<file path="src/rtl/ibfd_pkg.sv">
// Package for the IMU binary frame deframer: framing bytes, payload layout,
// and the structs passed between the front, the command queue and the back.
// Depends on nothing.
`default_nettype none

package ibfd_pkg;

    localparam logic [7:0] START_A = 8'h41;
    localparam logic [7:0] START_C = 8'h43;
    localparam logic [7:0] END_Z   = 8'h5A;

    localparam int FRAME_BYTES   = 34;
    localparam int PAYLOAD_BYTES = FRAME_BYTES - 2;
    localparam int PAY_AW        = $clog2(PAYLOAD_BYTES);
    // Two payload banks, so one frame can be unpacked while the next arrives.
    localparam int MEM_AW        = PAY_AW + 1;
    localparam int POS_W         = $clog2(PAYLOAD_BYTES + 1);
    localparam int VALUE_W       = 33;

    localparam logic [3:0] FID_TIME     = 4'd0;
    localparam logic [3:0] FID_TEMP     = 4'd10;
    localparam logic [3:0] FID_PRESSURE = 4'd11;
    localparam logic [3:0] FID_LAST     = 4'd13;

    typedef struct packed {
        logic is_err;
        logic kind;
        logic bank;
    } t_cmd;

    typedef struct packed {
        logic              en;
        logic [MEM_AW-1:0] addr;
        logic [7:0]        data;
    } t_wr;

    typedef struct packed {
        logic en;
        logic bank;
    } t_rel;

    // Index of the final byte of a field: time and pressure are 32-bit words.
    function automatic logic [1:0] f_field_last_byte(input logic [3:0] id);
        logic [1:0] r;
        r = ((id == FID_TIME) || (id == FID_PRESSURE)) ? 2'd3 : 2'd1;
        return r;
    endfunction

endpackage

`default_nettype wire

</file>
<file path="src/rtl/imu_binary_frame_deframer.sv">
// Top level of the IMU binary frame deframer: front, command queue and back.
// Depends on ibfd_pkg, ibfd_front, ibfd_cmd_fifo and ibfd_back.
//
// Usage: bytes from the serial link enter on i_valid/o_ready with i_rx_byte.
// A frame is a start byte 'A' or 'C', 32 payload bytes and a closing 'Z'.
// Each good frame gives 14 results on o_valid/i_ready, field ids 0 to 13,
// the last flagged by o_last_field. A stray byte while hunting, or a bad
// closing byte, gives one result with o_status set.
// Input rate: one byte per cycle. A payload byte waits only while both
// payload banks still hold frames being unpacked; other bytes wait only
// while the command queue is full.
// An error command passes through the queue to the back end, which registers
// its result; after the 'Z' the back end takes that frame's command from the queue.
// Output rate: the back end reads one payload byte per cycle, while the
// receiver takes results, through a single read port; for each frame it takes
// the command, makes the first read, then unpacks the 32 payload bytes.
// A stalled receiver holds the output register; the queue and the second
// bank let input continue until both fill.
// Reset (synchronous, active low) returns to hunting and empties the queue.
`default_nettype none

module imu_binary_frame_deframer
    import ibfd_pkg::*;
#(
    parameter int QUEUE_DEPTH = 4
) (
    input  wire                       i_clk,
    input  wire                       i_rst_n,
    input  wire                       i_valid,
    output logic                      o_ready,
    input  wire  [7:0]                i_rx_byte,
    output logic                      o_valid,
    input  wire                       i_ready,
    output logic                      o_status,
    output logic [3:0]                o_field_id,
    output logic signed [VALUE_W-1:0] o_field_value,
    output logic                      o_frame_kind,
    output logic                      o_last_field
);

    t_cmd push_cmd;
    t_cmd pop_cmd;
    t_wr  wr;
    t_rel rel;
    logic push;
    logic pop;
    logic q_empty;
    logic q_full;

    ibfd_front u_front (
        .i_clk     (i_clk),
        .i_rst_n   (i_rst_n),
        .i_valid   (i_valid),
        .o_ready   (o_ready),
        .i_rx_byte (i_rx_byte),
        .i_q_full  (q_full),
        .i_rel     (rel),
        .o_push    (push),
        .o_cmd     (push_cmd),
        .o_wr      (wr)
    );

    ibfd_cmd_fifo #(
        .DEPTH (QUEUE_DEPTH)
    ) u_queue (
        .i_clk   (i_clk),
        .i_rst_n (i_rst_n),
        .i_push  (push),
        .i_data  (push_cmd),
        .i_pop   (pop),
        .o_data  (pop_cmd),
        .o_empty (q_empty),
        .o_full  (q_full)
    );

    ibfd_back u_back (
        .i_clk         (i_clk),
        .i_rst_n       (i_rst_n),
        .i_wr          (wr),
        .i_cmd         (pop_cmd),
        .i_q_empty     (q_empty),
        .o_pop         (pop),
        .o_rel         (rel),
        .o_valid       (o_valid),
        .i_ready       (i_ready),
        .o_status      (o_status),
        .o_field_id    (o_field_id),
        .o_field_value (o_field_value),
        .o_frame_kind  (o_frame_kind),
        .o_last_field  (o_last_field)
    );

    // The front must never overwrite a bank that the back is still reading.
    a_no_write_to_released_bank: assert property (@(posedge i_clk) disable iff (!i_rst_n)
        !(wr.en && rel.en && (wr.addr[MEM_AW-1] == rel.bank)))
        else $error("payload write into a bank being unpacked");

    a_no_push_when_full: assert property (@(posedge i_clk) disable iff (!i_rst_n)
        push |-> !q_full)
        else $error("command queue overflow");

    a_no_pop_when_empty: assert property (@(posedge i_clk) disable iff (!i_rst_n)
        pop |-> !q_empty)
        else $error("command queue underflow");

    a_error_shape: assert property (@(posedge i_clk) disable iff (!i_rst_n)
        (o_valid && o_status) |-> (o_last_field && (o_field_id == FID_TIME)
                                   && (o_field_value == '0)))
        else $error("malformed error result");

    a_last_is_final_field: assert property (@(posedge i_clk) disable iff (!i_rst_n)
        (o_valid && !o_status) |-> (o_last_field == (o_field_id == FID_LAST)))
        else $error("last-field flag out of step with field id");

endmodule

`default_nettype wire

</file>
<file path="src/rtl/ibfd_cmd_fifo.sv">
// Small command queue between the deframer front and its unpacking back end.
// Depends on ibfd_pkg for the command struct.
`default_nettype none

module ibfd_cmd_fifo
    import ibfd_pkg::*;
#(
    parameter int DEPTH = 4
) (
    input  wire  i_clk,
    input  wire  i_rst_n,
    input  wire  i_push,
    input  t_cmd i_data,
    input  wire  i_pop,
    output t_cmd o_data,
    output logic o_empty,
    output logic o_full
);

    localparam int PW = (DEPTH > 1) ? $clog2(DEPTH) : 1;
    localparam int CW = $clog2(DEPTH + 1);
    localparam logic [PW-1:0] PTR_LAST = PW'(DEPTH - 1);

    t_cmd          r_mem [DEPTH];
    logic [PW-1:0] r_wp;
    logic [PW-1:0] r_rp;
    logic [CW-1:0] r_cnt;

    assign o_empty = (r_cnt == '0);
    assign o_full  = (r_cnt == CW'(DEPTH));
    assign o_data  = r_mem[r_rp];

    always_ff @(posedge i_clk) begin
        if (!i_rst_n) begin
            r_wp  <= '0;
            r_rp  <= '0;
            r_cnt <= '0;
        end else begin
            if (i_push) begin
                r_wp <= (r_wp == PTR_LAST) ? '0 : r_wp + 1'b1;
            end
            if (i_pop) begin
                r_rp <= (r_rp == PTR_LAST) ? '0 : r_rp + 1'b1;
            end
            if (i_push && !i_pop) begin
                r_cnt <= r_cnt + 1'b1;
            end else if (i_pop && !i_push) begin
                r_cnt <= r_cnt - 1'b1;
            end
        end
    end

    always_ff @(posedge i_clk) begin
        if (i_push) begin
            r_mem[r_wp] <= i_data;
        end
    end

endmodule

`default_nettype wire

</file>
<file path="src/rtl/ibfd_front.sv">
// Deframer front: takes bytes, tracks framing, writes payload into the
// current bank and queues error or frame-complete commands. Uses ibfd_pkg.
`default_nettype none

module ibfd_front
    import ibfd_pkg::*;
(
    input  wire        i_clk,
    input  wire        i_rst_n,
    input  wire        i_valid,
    output logic       o_ready,
    input  wire  [7:0] i_rx_byte,
    input  wire        i_q_full,
    input  t_rel       i_rel,
    output logic       o_push,
    output t_cmd       o_cmd,
    output t_wr        o_wr
);

    logic             r_synced;
    logic [POS_W-1:0] r_pos;
    logic             r_kind;
    logic             r_wbank;
    logic [1:0]       r_busy;

    logic n_synced;
    logic [POS_W-1:0] n_pos;
    logic n_kind;
    logic n_wbank;
    logic [1:0] n_busy;
    logic in_payload;
    logic accept;
    logic is_start;

    assign in_payload = r_synced && (r_pos < POS_W'(PAYLOAD_BYTES));
    // A payload byte needs a free bank; any other byte may need a queue slot.
    assign o_ready    = in_payload ? !r_busy[r_wbank] : !i_q_full;
    assign accept     = i_valid && o_ready;
    assign is_start   = (i_rx_byte == START_A) || (i_rx_byte == START_C);

    always_comb begin
        n_synced = r_synced;
        n_pos    = r_pos;
        n_kind   = r_kind;
        n_wbank  = r_wbank;
        n_busy   = r_busy;
        o_push   = 1'b0;
        o_cmd    = '{is_err: 1'b1, kind: 1'b0, bank: r_wbank};
        o_wr     = '{en: 1'b0, addr: {r_wbank, r_pos[PAY_AW-1:0]}, data: i_rx_byte};
        if (i_rel.en) begin
            n_busy[i_rel.bank] = 1'b0;
        end
        if (accept) begin
            if (!r_synced) begin
                if (is_start) begin
                    n_synced = 1'b1;
                    n_pos    = '0;
                    n_kind   = (i_rx_byte == START_C);
                end else begin
                    o_push = 1'b1;
                end
            end else if (in_payload) begin
                o_wr.en = 1'b1;
                n_pos   = r_pos + 1'b1;
            end else begin
                n_synced = 1'b0;
                n_pos    = '0;
                o_push   = 1'b1;
                o_cmd.kind = r_kind;
                if (i_rx_byte == END_Z) begin
                    o_cmd.is_err   = 1'b0;
                    n_busy[r_wbank] = 1'b1;
                    n_wbank        = !r_wbank;
                end
            end
        end
    end

    always_ff @(posedge i_clk) begin
        if (!i_rst_n) begin
            r_synced <= 1'b0;
            r_pos    <= '0;
            r_kind   <= 1'b0;
            r_wbank  <= 1'b0;
            r_busy   <= '0;
        end else begin
            r_synced <= n_synced;
            r_pos    <= n_pos;
            r_kind   <= n_kind;
            r_wbank  <= n_wbank;
            r_busy   <= n_busy;
        end
    end

endmodule

`default_nettype wire

</file>
<file path="src/rtl/ibfd_back.sv">
// Deframer back end: holds the two-bank payload memory, takes commands from
// the queue and, while the receiver takes results, unpacks a frame one byte per cycle into field results.
// Uses ibfd_pkg.
`default_nettype none

module ibfd_back
    import ibfd_pkg::*;
(
    input  wire                      i_clk,
    input  wire                      i_rst_n,
    input  t_wr                      i_wr,
    input  t_cmd                     i_cmd,
    input  wire                      i_q_empty,
    output logic                     o_pop,
    output t_rel                     o_rel,
    output logic                     o_valid,
    input  wire                      i_ready,
    output logic                     o_status,
    output logic [3:0]               o_field_id,
    output logic signed [VALUE_W-1:0] o_field_value,
    output logic                     o_frame_kind,
    output logic                     o_last_field
);

    logic [7:0]       r_mem [2**MEM_AW];
    logic [7:0]       r_rdata;
    logic             r_rd_valid;
    logic             r_active;
    logic             r_bank;
    logic             r_kind;
    logic [POS_W-1:0] r_rcnt;
    logic [3:0]       r_fid;
    logic [1:0]       r_bif;
    logic [23:0]      r_acc;

    logic out_free;
    logic complete;
    logic consume;
    logic issue;
    logic load_err;
    logic [15:0] w16;
    logic [VALUE_W-1:0] value;

    assign out_free = !o_valid || i_ready;
    assign complete = (r_bif == f_field_last_byte(r_fid));
    assign consume  = r_active && r_rd_valid && (!complete || out_free);
    assign issue    = r_active && (r_rcnt < POS_W'(PAYLOAD_BYTES)) && (!r_rd_valid || consume);
    assign o_pop    = !r_active && !i_q_empty && (!i_cmd.is_err || out_free);
    assign load_err = o_pop && i_cmd.is_err;
    assign o_rel    = '{en: consume && complete && (r_fid == FID_LAST), bank: r_bank};

    assign w16 = {r_rdata, r_acc[7:0]};
    always_comb begin
        if (f_field_last_byte(r_fid) == 2'd3) begin
            value = {1'b0, r_rdata, r_acc};
        end else if (r_fid == FID_TEMP) begin
            value = {17'd0, w16};
        end else begin
            value = {{17{r_rdata[7]}}, w16};
        end
    end

    always_ff @(posedge i_clk) begin
        if (i_wr.en) begin
            r_mem[i_wr.addr] <= i_wr.data;
        end
        if (issue) begin
            r_rdata <= r_mem[{r_bank, r_rcnt[PAY_AW-1:0]}];
        end
    end

    always_ff @(posedge i_clk) begin
        if (!i_rst_n) begin
            r_active   <= 1'b0;
            r_rd_valid <= 1'b0;
            r_rcnt     <= '0;
            r_fid      <= '0;
            r_bif      <= '0;
            o_valid    <= 1'b0;
        end else begin
            if (o_pop && !i_cmd.is_err) begin
                r_active <= 1'b1;
                r_rcnt   <= '0;
                r_fid    <= '0;
                r_bif    <= '0;
            end
            if (issue) begin
                r_rd_valid <= 1'b1;
                r_rcnt     <= r_rcnt + 1'b1;
            end else if (consume) begin
                r_rd_valid <= 1'b0;
            end
            if (consume) begin
                if (complete) begin
                    r_bif <= '0;
                    r_fid <= r_fid + 1'b1;
                    if (r_fid == FID_LAST) begin
                        r_active <= 1'b0;
                    end
                end else begin
                    r_bif <= r_bif + 1'b1;
                end
            end
            if (load_err || (consume && complete)) begin
                o_valid <= 1'b1;
            end else if (i_ready) begin
                o_valid <= 1'b0;
            end
        end
    end

    // Result payload and byte accumulator need no reset.
    always_ff @(posedge i_clk) begin
        if (o_pop) begin
            r_bank <= i_cmd.bank;
            r_kind <= i_cmd.kind;
        end
        if (consume && !complete) begin
            r_acc[8*r_bif +: 8] <= r_rdata;
        end
        if (load_err) begin
            o_status      <= 1'b1;
            o_field_id    <= FID_TIME;
            o_field_value <= '0;
            o_frame_kind  <= i_cmd.kind;
            o_last_field  <= 1'b1;
        end else if (consume && complete) begin
            o_status      <= 1'b0;
            o_field_id    <= r_fid;
            o_field_value <= value;
            o_frame_kind  <= r_kind;
            o_last_field  <= (r_fid == FID_LAST);
        end
    end

endmodule

`default_nettype wire

</file>
<file path="config.mk">
export PLATFORM = sky130hd
export DESIGN_NAME = imu_binary_frame_deframer
export DESIGN_NICKNAME = d
export VERILOG_FILES = /design/src/rtl/ibfd_pkg.sv /design/src/rtl/imu_binary_frame_deframer.sv /design/src/rtl/ibfd_cmd_fifo.sv /design/src/rtl/ibfd_front.sv /design/src/rtl/ibfd_back.sv
export SDC_FILE = /design/constraint.sdc
export NUM_CORES = 1
export LEC_CHECK = 0
export ABC_AREA = 0
export BUFFER_PORTS_ARGS = -buffer_cell sky130_fd_sc_hd__buf_2
export CAP_MARGIN = 20
export CORE_UTILIZATION = 45
export CTS_CLUSTER_DIAMETER = 200
export DETAILED_ROUTE_END_ITERATION = 8
export SLEW_MARGIN = 20
export SYNTH_ARGS = -nofsm -noshare
export SYNTH_HDL_FRONTEND = slang
export SYNTH_SLANG_ARGS = --single-unit
</file>
<file path="constraint.sdc">
create_clock -name i_clk -period 2.4 [get_ports i_clk]
set_input_delay 0 -clock i_clk [delete_from_list [all_inputs] [get_ports i_clk]]
set_output_delay 0 -clock i_clk [all_outputs]
set_load 0.05 [all_outputs]
</file>
Word level (Yosys, flattened, before mapping)
Memory sizes are Yosys's and may differ from the RTL's. A register that Yosys moved wholly into a read port is not among the register bits.
Index checks and enable logic that the tools add are counted.
W data, S select, Z words.

storage, ports and cells
  memory bits (writable) = 524
  memories kept = 2
  register bits = 99

operators by class
  reduce and logical (&&, ||, !) cells = 47
  shift operators = 2
  bitwise logic cells = 5
  magnitude comparators = 6
  add/subtract/negate cells = 9
  mux-type cells = 60
  eq/ne operators = 11

memories
  name           words  bits a word  read ports  clocked after Yosys merged registers in  wr ports  RTL line             RTL
  u_back.r_mem   64     8            1           1                                        1         ibfd_back.sv:25      logic [7:0] r_mem [2**MEM_AW];
  u_queue.r_mem  4      3            1           1                                        1         ibfd_cmd_fifo.sv:24  t_cmd r_mem [DEPTH];

operator list
  kind                       count
  $mux W33                   2
  $neg A5 Y34                1
  $shift A8 B34 Y24 const A  1
  $shiftx A8 B34 Y24         1
  $mux W2                    16
  $mux W6                    5
  $mux W1                    29
  $bwmux W24                 1
  $eq A8 B7 Y1 const B       3
  $logic_and A1 B1 Y1        17
  $reduce_bool A2 Y1         7
  $add A6 B1 Y6 const B      2
  $eq A4 B4 Y1 const B       3
  $lt A6 B6 Y1 const B       2
  $mux W4                    3
  $logic_not A1 Y1           11
  $logic_or A1 B1 Y1         7
  $add A2 B1 Y2 const B      3
  $eq A2 B2 Y1 const B       3
  $mux W3                    2
  $add A4 B1 Y4 const B      1
  $logic_not A4 Y1           1
  $lt A1 B2 Y1 const B       2
  $reduce_and A4 Y1          1
  other kinds (13)           16

Logic depth before layout (Yosys ltp)
Gate-level depths: netlist of the first run.

  word-level depth = 15
  gate-level depth with buffers = 10
  gate-level depth less buffers = 9

Cells and area by module
A second synthesis of the first run with hierarchy kept.

unflattened totals
  cell total of the unflattened synthesis = 1418
  area total of the unflattened synthesis = 25117.8 um^2

by module, submodules not included
  module         area each (um^2)  cells an instance  times used
  ibfd_back      23497.5           1272               1
  ibfd_cmd_fifo  885.8             59                 1
  ibfd_front     734.5             87                 1

Worst setup path before layout of the first run
No wires, ideal clock.

  kind = register -> register
  from = register u_front.r_wbank
  to = register u_queue.r_cnt[2]
  stages on the path, launching flop included = 11
  data required time = 2.330 ns
  setup slack = -0.447 ns
  data arrival time = 2.776 ns
  period minus slack after synthesis = 2.847 ns
  setup time = 0.070 ns
  cell sequence = dfxtp_1 mux2i_1 mux2_2 nor4bb_1 clkbuf_1 ha_1 inv_1 fa_1 xor2_1 or3_1 a21oi_1

between the ends
  word-level cells in the longest chain between the ends = 9

RTL lines
  item                                            RTL line                         RTL
  start, declared                                 ibfd_front.sv:23                 logic r_wbank;
  start signal, assigned                          ibfd_front.sv:90                 r_wbank <= n_wbank;
  $mux W1 (implied by the code) (*) (2 in a row)  ibfd_front.sv:37                 assign o_ready = in_payload ? !r_busy[r_wbank] : !i_q_full;
  $logic_not A1 Y1 (*)                            ibfd_front.sv:37
  $mux W1 (*)                                     ibfd_front.sv:37
  named net o_ready                               imu_binary_frame_deframer.sv:30  output logic o_ready,
  $logic_and A1 B1 Y1 (*)                         ibfd_front.sv:38                 assign accept = i_valid && o_ready;
  $mux W1 (*)                                     ibfd_front.sv:53                 if (accept) begin
  named net push                                  imu_binary_frame_deframer.sv:45  logic push;
  $logic_not A1 Y1                                ibfd_cmd_fifo.sv:47              end else if (i_pop && !i_push) begin
  $logic_and A1 B1 Y1                             ibfd_cmd_fifo.sv:47
  $reduce_bool A2 Y1 (no source line)             --
  end signal, assigned                            ibfd_cmd_fifo.sv:46              r_cnt <= r_cnt + 1'b1;
  end signal, assigned                            ibfd_cmd_fifo.sv:48              r_cnt <= r_cnt - 1'b1;
  end, declared                                   ibfd_cmd_fifo.sv:27              logic [CW-1:0] r_cnt;

Mark *: on every way through the listed nets, which the timed path passes. The rest lies on a longest branch. The select of a mux whose other input is x is not followed.
A chain may end at the register's enable or synchronous reset.

Final worst setup path of the first run
  from = register u_back.r_rcnt[3]
  to = register u_back.r_rdata[0] (read register of u_back.r_mem) (data pin)

between the ends
  word-level cells in the longest chain between the ends = 3

RTL lines
  item                              RTL line         RTL
  start, declared                   ibfd_back.sv:31  logic [POS_W-1:0] r_rcnt;
  start signal, assigned            ibfd_back.sv:89  r_rcnt <= r_rcnt + 1'b1;
  $lt A6 B6 Y1                      ibfd_back.sv:47  assign issue = r_active && (r_rcnt < POS_W'(PAYLOAD_BYTES)) && (!r_rd_valid || consume);
  $logic_and A1 B1 Y1 (2 in a row)  ibfd_back.sv:47
  end, declared                     ibfd_back.sv:26  logic [7:0] r_rdata;

Parallel ways exist; a longest one is shown, timed or not.

==> summary.md, run 1 <==
| Metric | Value |
|---|---|
| Logic pwr share | `0.133` |
| Post-synth top flop | `edfxtp_1` |
| Largest net degree at the start of global routing | `66` |
| Die height | `237 um` |
| Crit path kind | `flip-flop to flip-flop` |
| Leading area contributor after synthesis | `edfxtp_1` |
| Critical path cell sequence | `buf_4, nand2_1, or2_2, o22ai_1, nor3_1, a31o_2` |
| Cells after Synth | `1402` |
| Fillers | `4284` |
| Leakage | `9.63 nW` |
| Tot Pwr | `25.7 mW` |
| Port bufs | `53` |
| WHS | `between 40 and 50 ps` |
| Layout Nets | `1664` |
| Measured slew at the worst slew-check pin | `848 ps` |
| CTS tree | `built` |
| Htree depth | `3` |
| Startpoint types | `flip-flop` |
| PwrDens | `870 nW/um2` |
| Clk pin slew, worst setup/hold paths | `approximately 60 ps` |
| Final Hold Fails | `0` |
| Clock Power Share | `0.383` |
| Register share of total power | `0.483` |
| Area contributors post-synth | `edfxtp_1, mux4_2, dfxtp_1` |
| Final Setup Violations | `0` |
| IO Pins | `54` |
| NetSw | `6.11 mW` |
| Worst hold path class | `input port to flip-flop` |
| Mapped cell area | `24900 um2` |
| Detailed Place HPWL | `38300 um` |
| Worst skew pair latency | `610 ps` |
| Starting Density | `0.459` |
| Vias in the first global route | `~14k` |
| Layout cells sized above 1 | `0.301` |
| Avg Cell Area, Syn | `17.8 um2` |
| Reg2Reg Depth | `6` |
| Total number of vias | `13.7k` |
| Area Growth Syn to Fin | `18.4%` |
| Detailed-route wire length per cell | `25.2 um` |
| Maxcap violations | `0` |
| 1st-pass router iterations | `5` |
| Drt drc | `0` |
| Asr flop ratio synth | `0` |
| Distinct cells, synth | `60` |
| Final worst path period need | `2300 ps` |
| Min setup slack post-route | `102 ps` |
| Area fraction of the dominant cell type after synthesis | `0.674` |
| Fmax | `435 MHz` |
| Routed Antenna Nets | `0` |
| Die area | `56300 um2` |
| TritonCTS Buffers | `68` |
| Register area share after synthesis | `0.733` |
| WP data required | `between 2000 and 3000 ps` |
| Tcrit/Tclk final | `0.958` |
| Worst Skew | `between 20 and 25 ps` |
| Max Fanout on Critical Path | `13` |
| Top-count cell post-synth | `edfxtp_1` |
| WP data arrival | `2660 ps` |
| Max clock buf depth | `3` |
| GP Congestion | `approximately 0.86` |
| Slew Limit Fails | `0` |
| Via density | `5.76` |
| Ant. Diodes | `0` |
| Total track usage | `0.219` |
| CP max-delay cell | `dfxtp_1` |
| Pre-CTS setup slack | `-208 ps` |
| Switch share | `0.238` |
| Non-Filler Instances | `2381` |
| Worst vdd ir | `555 uV` |
| Core area | `54200 um2` |
| First-pass GRT wire length | `90000 um` |
| Initial antenna violation count | `2` |
| CP Capture Type | `flip-flop` |
| Top post-synthesis cells by count | `edfxtp_1, nor2_1, mux4_2` |
| Worst path max stage delay | `640 ps` |
| Worst slew margin | `0.435` |
| Drt first-iter violations | `1234` |
| Final core occ | `0.544` |
| Syn Nets | `about 1.4k` |
| Synthesized flop and latch total | `633` |
| Dpl cells | `2247` |
| Die X-Extent | `~240 um` |
| Outcome | `finished clean` |
| WL final | `60100 um` |
| Overflow after GRT | `0` |
| Number of synthesized flops with an enable pin | `559` |
| Hold path cells | `6` |
| Row cnt | `85` |
| Root Buffer | `clkbuf_16` |
| Synth warnings | `0` |
| Internal cell power | `19.6 mW` |
| Unrepaired setup endpoints after global routing | `no` |
| Clk sink count | `approximately 630` |
-- per-stage QoR --
step                TNS [ps]  area (um2)
floorplan              -33.8       24900
global placement        -268       27200
detailed placement      -439       27200
CTS                        0       29400
global route               0       29500
finish                     0       29500
-- repair_timing --
item | CTS | global route
gates cloned | 0 | 0
hold buffers | 4 | 0
hold endpoints to repair | 25 | 0
gates resized for setup | 3 | 14
setup buffers | 4 | 6
endpoints found under the setup margin | 14 | 313
-- cells by family after synthesis --
group / count (synthesis) / synth area share
DFF: 633 / 0.733
and+or+nand+nor: 355 / 0.0699
muxes: 161 / 0.131
AOI/OAI and AO/OA: 138 / 0.0385
buffers and inverters: 95 / 0.0173
adders and majority gates: 17 / 0.00884
xor gates and xnor gates: 3 / 0.00106
-- path summary, 6_finish.rpt --
kind	startpoint	endpoint	slack, ps
setup reg to reg	u_back.r_rcnt[3]	u_back.r_rdata[0]	100
setup / recovery	u_back.r_rcnt[3]	u_back.r_rdata[0]	100
hold reg to reg	u_back.o_status	u_back.o_status	450
hold / removal	i_rx_byte[4]	u_front.r_kind	50
-- flip-flops by register name, summed over array words and instances (netlist names), 2 cells and up, named ones only --
signal	flops
u_back.r_mem	512
u_back.o_field_value	33
u_back.r_acc	24
u_queue.r_mem	12
u_back.r_rdata	8
u_back.r_rcnt	6
u_front.r_pos	6
u_back.o_field_id	4
u_back.r_fid	4
u_queue.r_cnt	3
u_back.r_bif	2
u_front.r_busy	2
u_queue.r_rp	2
u_queue.r_wp	2
-- power groups by stage --
stage / clock (mW) / combinational (mW) / sequential [mW]
2_1_floorplan: 0 / 2.12 / 12.6
3_3_place_gp: 0 / 3.23 / 12.7
3_5_place_dp: 0 / 3.26 / 12.7
4_1_cts: 10.0 / 3.43 / 12.4
5_1_grt: 10.5 / 3.66 / 12.4
6_report: 9.84 / 3.42 / 12.4
-- area by class of cell --
cell class	instances	area, um2	area share
flip-flops and latches	633	18300	0.620
well taps	696	871	0.0295
clock inverters	27	181	0.00615
clock buffers	93	1900	0.0644
multi-input cells	674	6320	0.214
repair buffers	243	1890	0.0640
inverters	15	56.3	0.00191
-- critical path, delay by kind of cell (launching register included) --
family	cells	cell delay (ps)
DFF	1	640
and+or+nand+nor	3	570
AOI/OAI and AO/OA	2	530
buffers and inverters	1	310
-- metal layers --
layer / vias to the layer above / part of all wire / track usage
met5: - / 0.00013 / 0
met4: 2 / 0.027 / 0.0745
met3: 111 / 0.056 / 0.0377
met2: 450 / 0.47 / 0.342
met1: 7097 / 0.44 / 0.313
li1: 6047 / - / -
-- cells in the final DEF (no fill, tap or decap), types with 11 or more instances in the layout --
master / instances
clkinv_2: 11
nor3_1: 34
buf_12: 15
buf_2: 53
a22oi_1: 16
a211oi_1: 26
ha_1: 14
inv_1: 11
dfxtp_1: 68
nand2_1: 60
nand3b_1: 14
mux4_2: 131
nand3_1: 27
clkinv_1: 13
nor2_1: 131
edfxtp_1: 559
and2_1: 33
mux2i_1: 22
o22ai_1: 15
clkbuf_1: 18
a21oi_1: 30
clkbuf_16: 71
buf_4: 171
Power figures use the tool's default switching activity.
==> run 2: changes to the inputs <==
RECOVER_POWER = 50   (was unset)
==> run 2 against run 1 <==
- the run now ends with max-capacitance violations, max-slew violations left
- setup slack lost 22 ps
- sequential power about the same
- final cell count unchanged
- via count increased by 0.21%
- critical path type unchanged
- critical path depth stayed put
- global-route usage is the same
- combinational power down 2%
- fmax shrank 0.96%
- cell area is 0.42% lower
- clock power about the same
- first-iteration DRC count shrank 3.5%
- core utilization down 0.23 points
==> summary.md, run 2 (synthesis gave the netlist of run 1 again) <==
| Metric | Value |
|---|---|
| Top Registers | `u_back.r_mem: 512 flops, u_back.o_field_value: 33 flops, u_back.r_acc: 24 flops` |
| Final worst path period need | `2320 ps` |
| Final Setup Violations | `0` |
| Failing checks | `max-capacitance violations, max-slew violations` |
| Slew Limit Fails | `216` |
| CP max-delay cell | `dfxtp_1` |
| Vias in the first global route | `13.8k` |
| Clk pin slew, worst setup/hold paths | `60 ps` |
| CTS tree | `built` |
| GP Congestion | `0.861` |
| Root Buffer | `clkbuf_16` |
| Htree depth | `3` |
| Most common cell after layout, fill and taps aside | `edfxtp_1` |
| Initial antenna violation count | `2` |
| WP data arrival | `2680 ps` |
| Detailed Place HPWL | `38300 um` |
| Max Fanout on Critical Path | `13` |
| Non-Filler Instances | `2381` |
| Min setup slack post-route | `79.5 ps` |
| Worst Skew | `21.4 ps` |
| Leakage | `9.37 nW` |
| Total number of vias | `13.7k` |
| Final Hold Fails | `0` |
| Worst skew pair latency | `610 ps` |
| Unrepaired setup endpoints after global routing | `no` |
| Maxcap violations | `4` |
| Worst Setup SP | `u_back.r_rcnt[3]` |
| Biggest register | `u_back.r_mem` |
| Delay-heaviest family, CP | `flip-flops` |
| Hold path endpoint | `u_front.r_kind` |
| Startpoint types | `flip-flop` |
| WHS | `153 ps` |
| Die area | `~56000 um2` |
| WP buf/inv | `1` |
| Layout Nets | `1664` |
| Dpl cells | `2247` |
| Max clock buf depth | `3` |
| Final Cell Area | `roughly 29000 um2` |
| Ant. Diodes | `0` |
| Worst path max stage delay | `670 ps` |
| Critical path cell sequence | `buf_4, nand2_1, or2_2, o22ai_1, nor3_1, a31o_2` |
| Largest net degree at the start of global routing | `66` |
| Final core occ | `0.542` |
| Total track usage | `0.219` |
| Reg2Reg Depth | `6` |
| Crit path kind | `flip-flop to flip-flop` |
| Hold path cells | `6` |
| Drt drc | `0` |
| R2r setup slk | `80 ps` |
| Row cnt | `85` |
| Worst vdd ir | `556 uV` |
| R2r endpoint | `u_back.r_rdata[0]` |
| Placement-stage cell area | `27200 um2` |
| Port bufs | `53` |
| Core area | `54200 um2` |
| 1st-pass router iterations | `5` |
| Worst hold path class | `input port to flip-flop` |
| Max reg flops | `a little over 500` |
| Area Growth Syn to Fin | `18.0%` |
| Clk sink count | `633` |
| TritonCTS Buffers | `68` |
| Tcrit/Tclk final | `0.967` |
| Via density | `5.77` |
| Fmax | `about 430 MHz` |
| Die X-Extent | `237 um` |
| Die height | `roughly 240 um` |
| Most frequent cells in the layout | `edfxtp_1, buf_4, mux4_2, nor2_1, clkbuf_1` |
| First-pass GRT wire length | `90000 um` |
| Routed Antenna Nets | `0` |
| Hold_sp | `i_rx_byte[0]` |
| TNS Setup | `0 ps` |
| Pre-CTS setup slack | `-208 ps` |
| Detailed-route wire length per cell | `between 20 and 30 um` |
| Overflow after GRT | `0` |
| Drt first-iter violations | `1191` |
| PwrDens | `872 nW/um2` |
| WL final | `between 60000 and 70000 um` |
| WP data required | `2760 ps` |
| Measured slew at the worst slew-check pin | `between 2000 and 2500 ps` |
| CP Capture Type | `flip-flop` |
| Outcome | `finished, violations left` |
| Tot Pwr | `25.6 mW` |
| Starting Density | `0.459` |
| Worst r2r src | `u_back.r_rcnt[3]` |
| IO Pins | `54` |
| Worst slew margin | `-0.362` |
| Layout cells sized above 1 | `0.265` |
==> run 2: cell count changes in the layout (fill, tap and decap cells not counted), sizes merged <==
cell,before,now
clkbuf,93,159
buf,239,173
==> run 2: repair_timing <==
item                                    CTS  global route
hold buffers                              4             0
endpoints found under the setup margin   14           313
buffers inserted                          4             6
gates resized for setup                   3            14
hold endpoints to repair                 25             0
==> run 2: worst max path at each step <==
stage | to | slack, ps | cells after the start
4_1_cts | u_back.r_rdata[6] | 3 | 5
6_report | u_back.r_rdata[0] | 80 | 6
5_1_grt | u_queue.r_cnt[2] | 8 | 9
3_5_place_dp | u_queue.r_cnt[2] | -210 | 9
3_3_place_gp | u_back.r_rdata[7] | -100 | 5
2_1_floorplan | u_queue.r_cnt[2] | -30 | 10
==> run 2: worst min-delay path: stages <==
cell and delay [ps]:
clkbuf_1 140, or3b_2 230, nor3_1 80, nand3_1 100
mux2i_1 70, nor2_1 70
==> run 2: cell type report <==
| class | count | area (um2) |
|---|---|---|
| inverters | 15 | 56.3 |
| clock buffers | 93 | 1900 |
| well taps | 696 | 871 |
| repair buffers | 243 | 1770 |
| multi-input cells | 674 | 6320 |
| clock inverters | 27 | 181 |
| fillers | 4321 | 24900 |
| flip-flops and latches | 633 | 18300 |
==> run 2: per-layer routing <==
layer  vias up  wire length [um]  share of wire  track usage
li1       6045                 -              -            -
met1      7114             26400           0.44        0.313
met2       473             28500           0.47        0.342
met3       102              3820          0.063       0.0377
met4         2              1570          0.026       0.0745
met5         -                 8        0.00013            0
==> run 2: power by group <==
part,switching [mW],internal (mW)
Combinational,1.80,1.56
Sequential,0.204,12.2
Clock,4.11,5.74
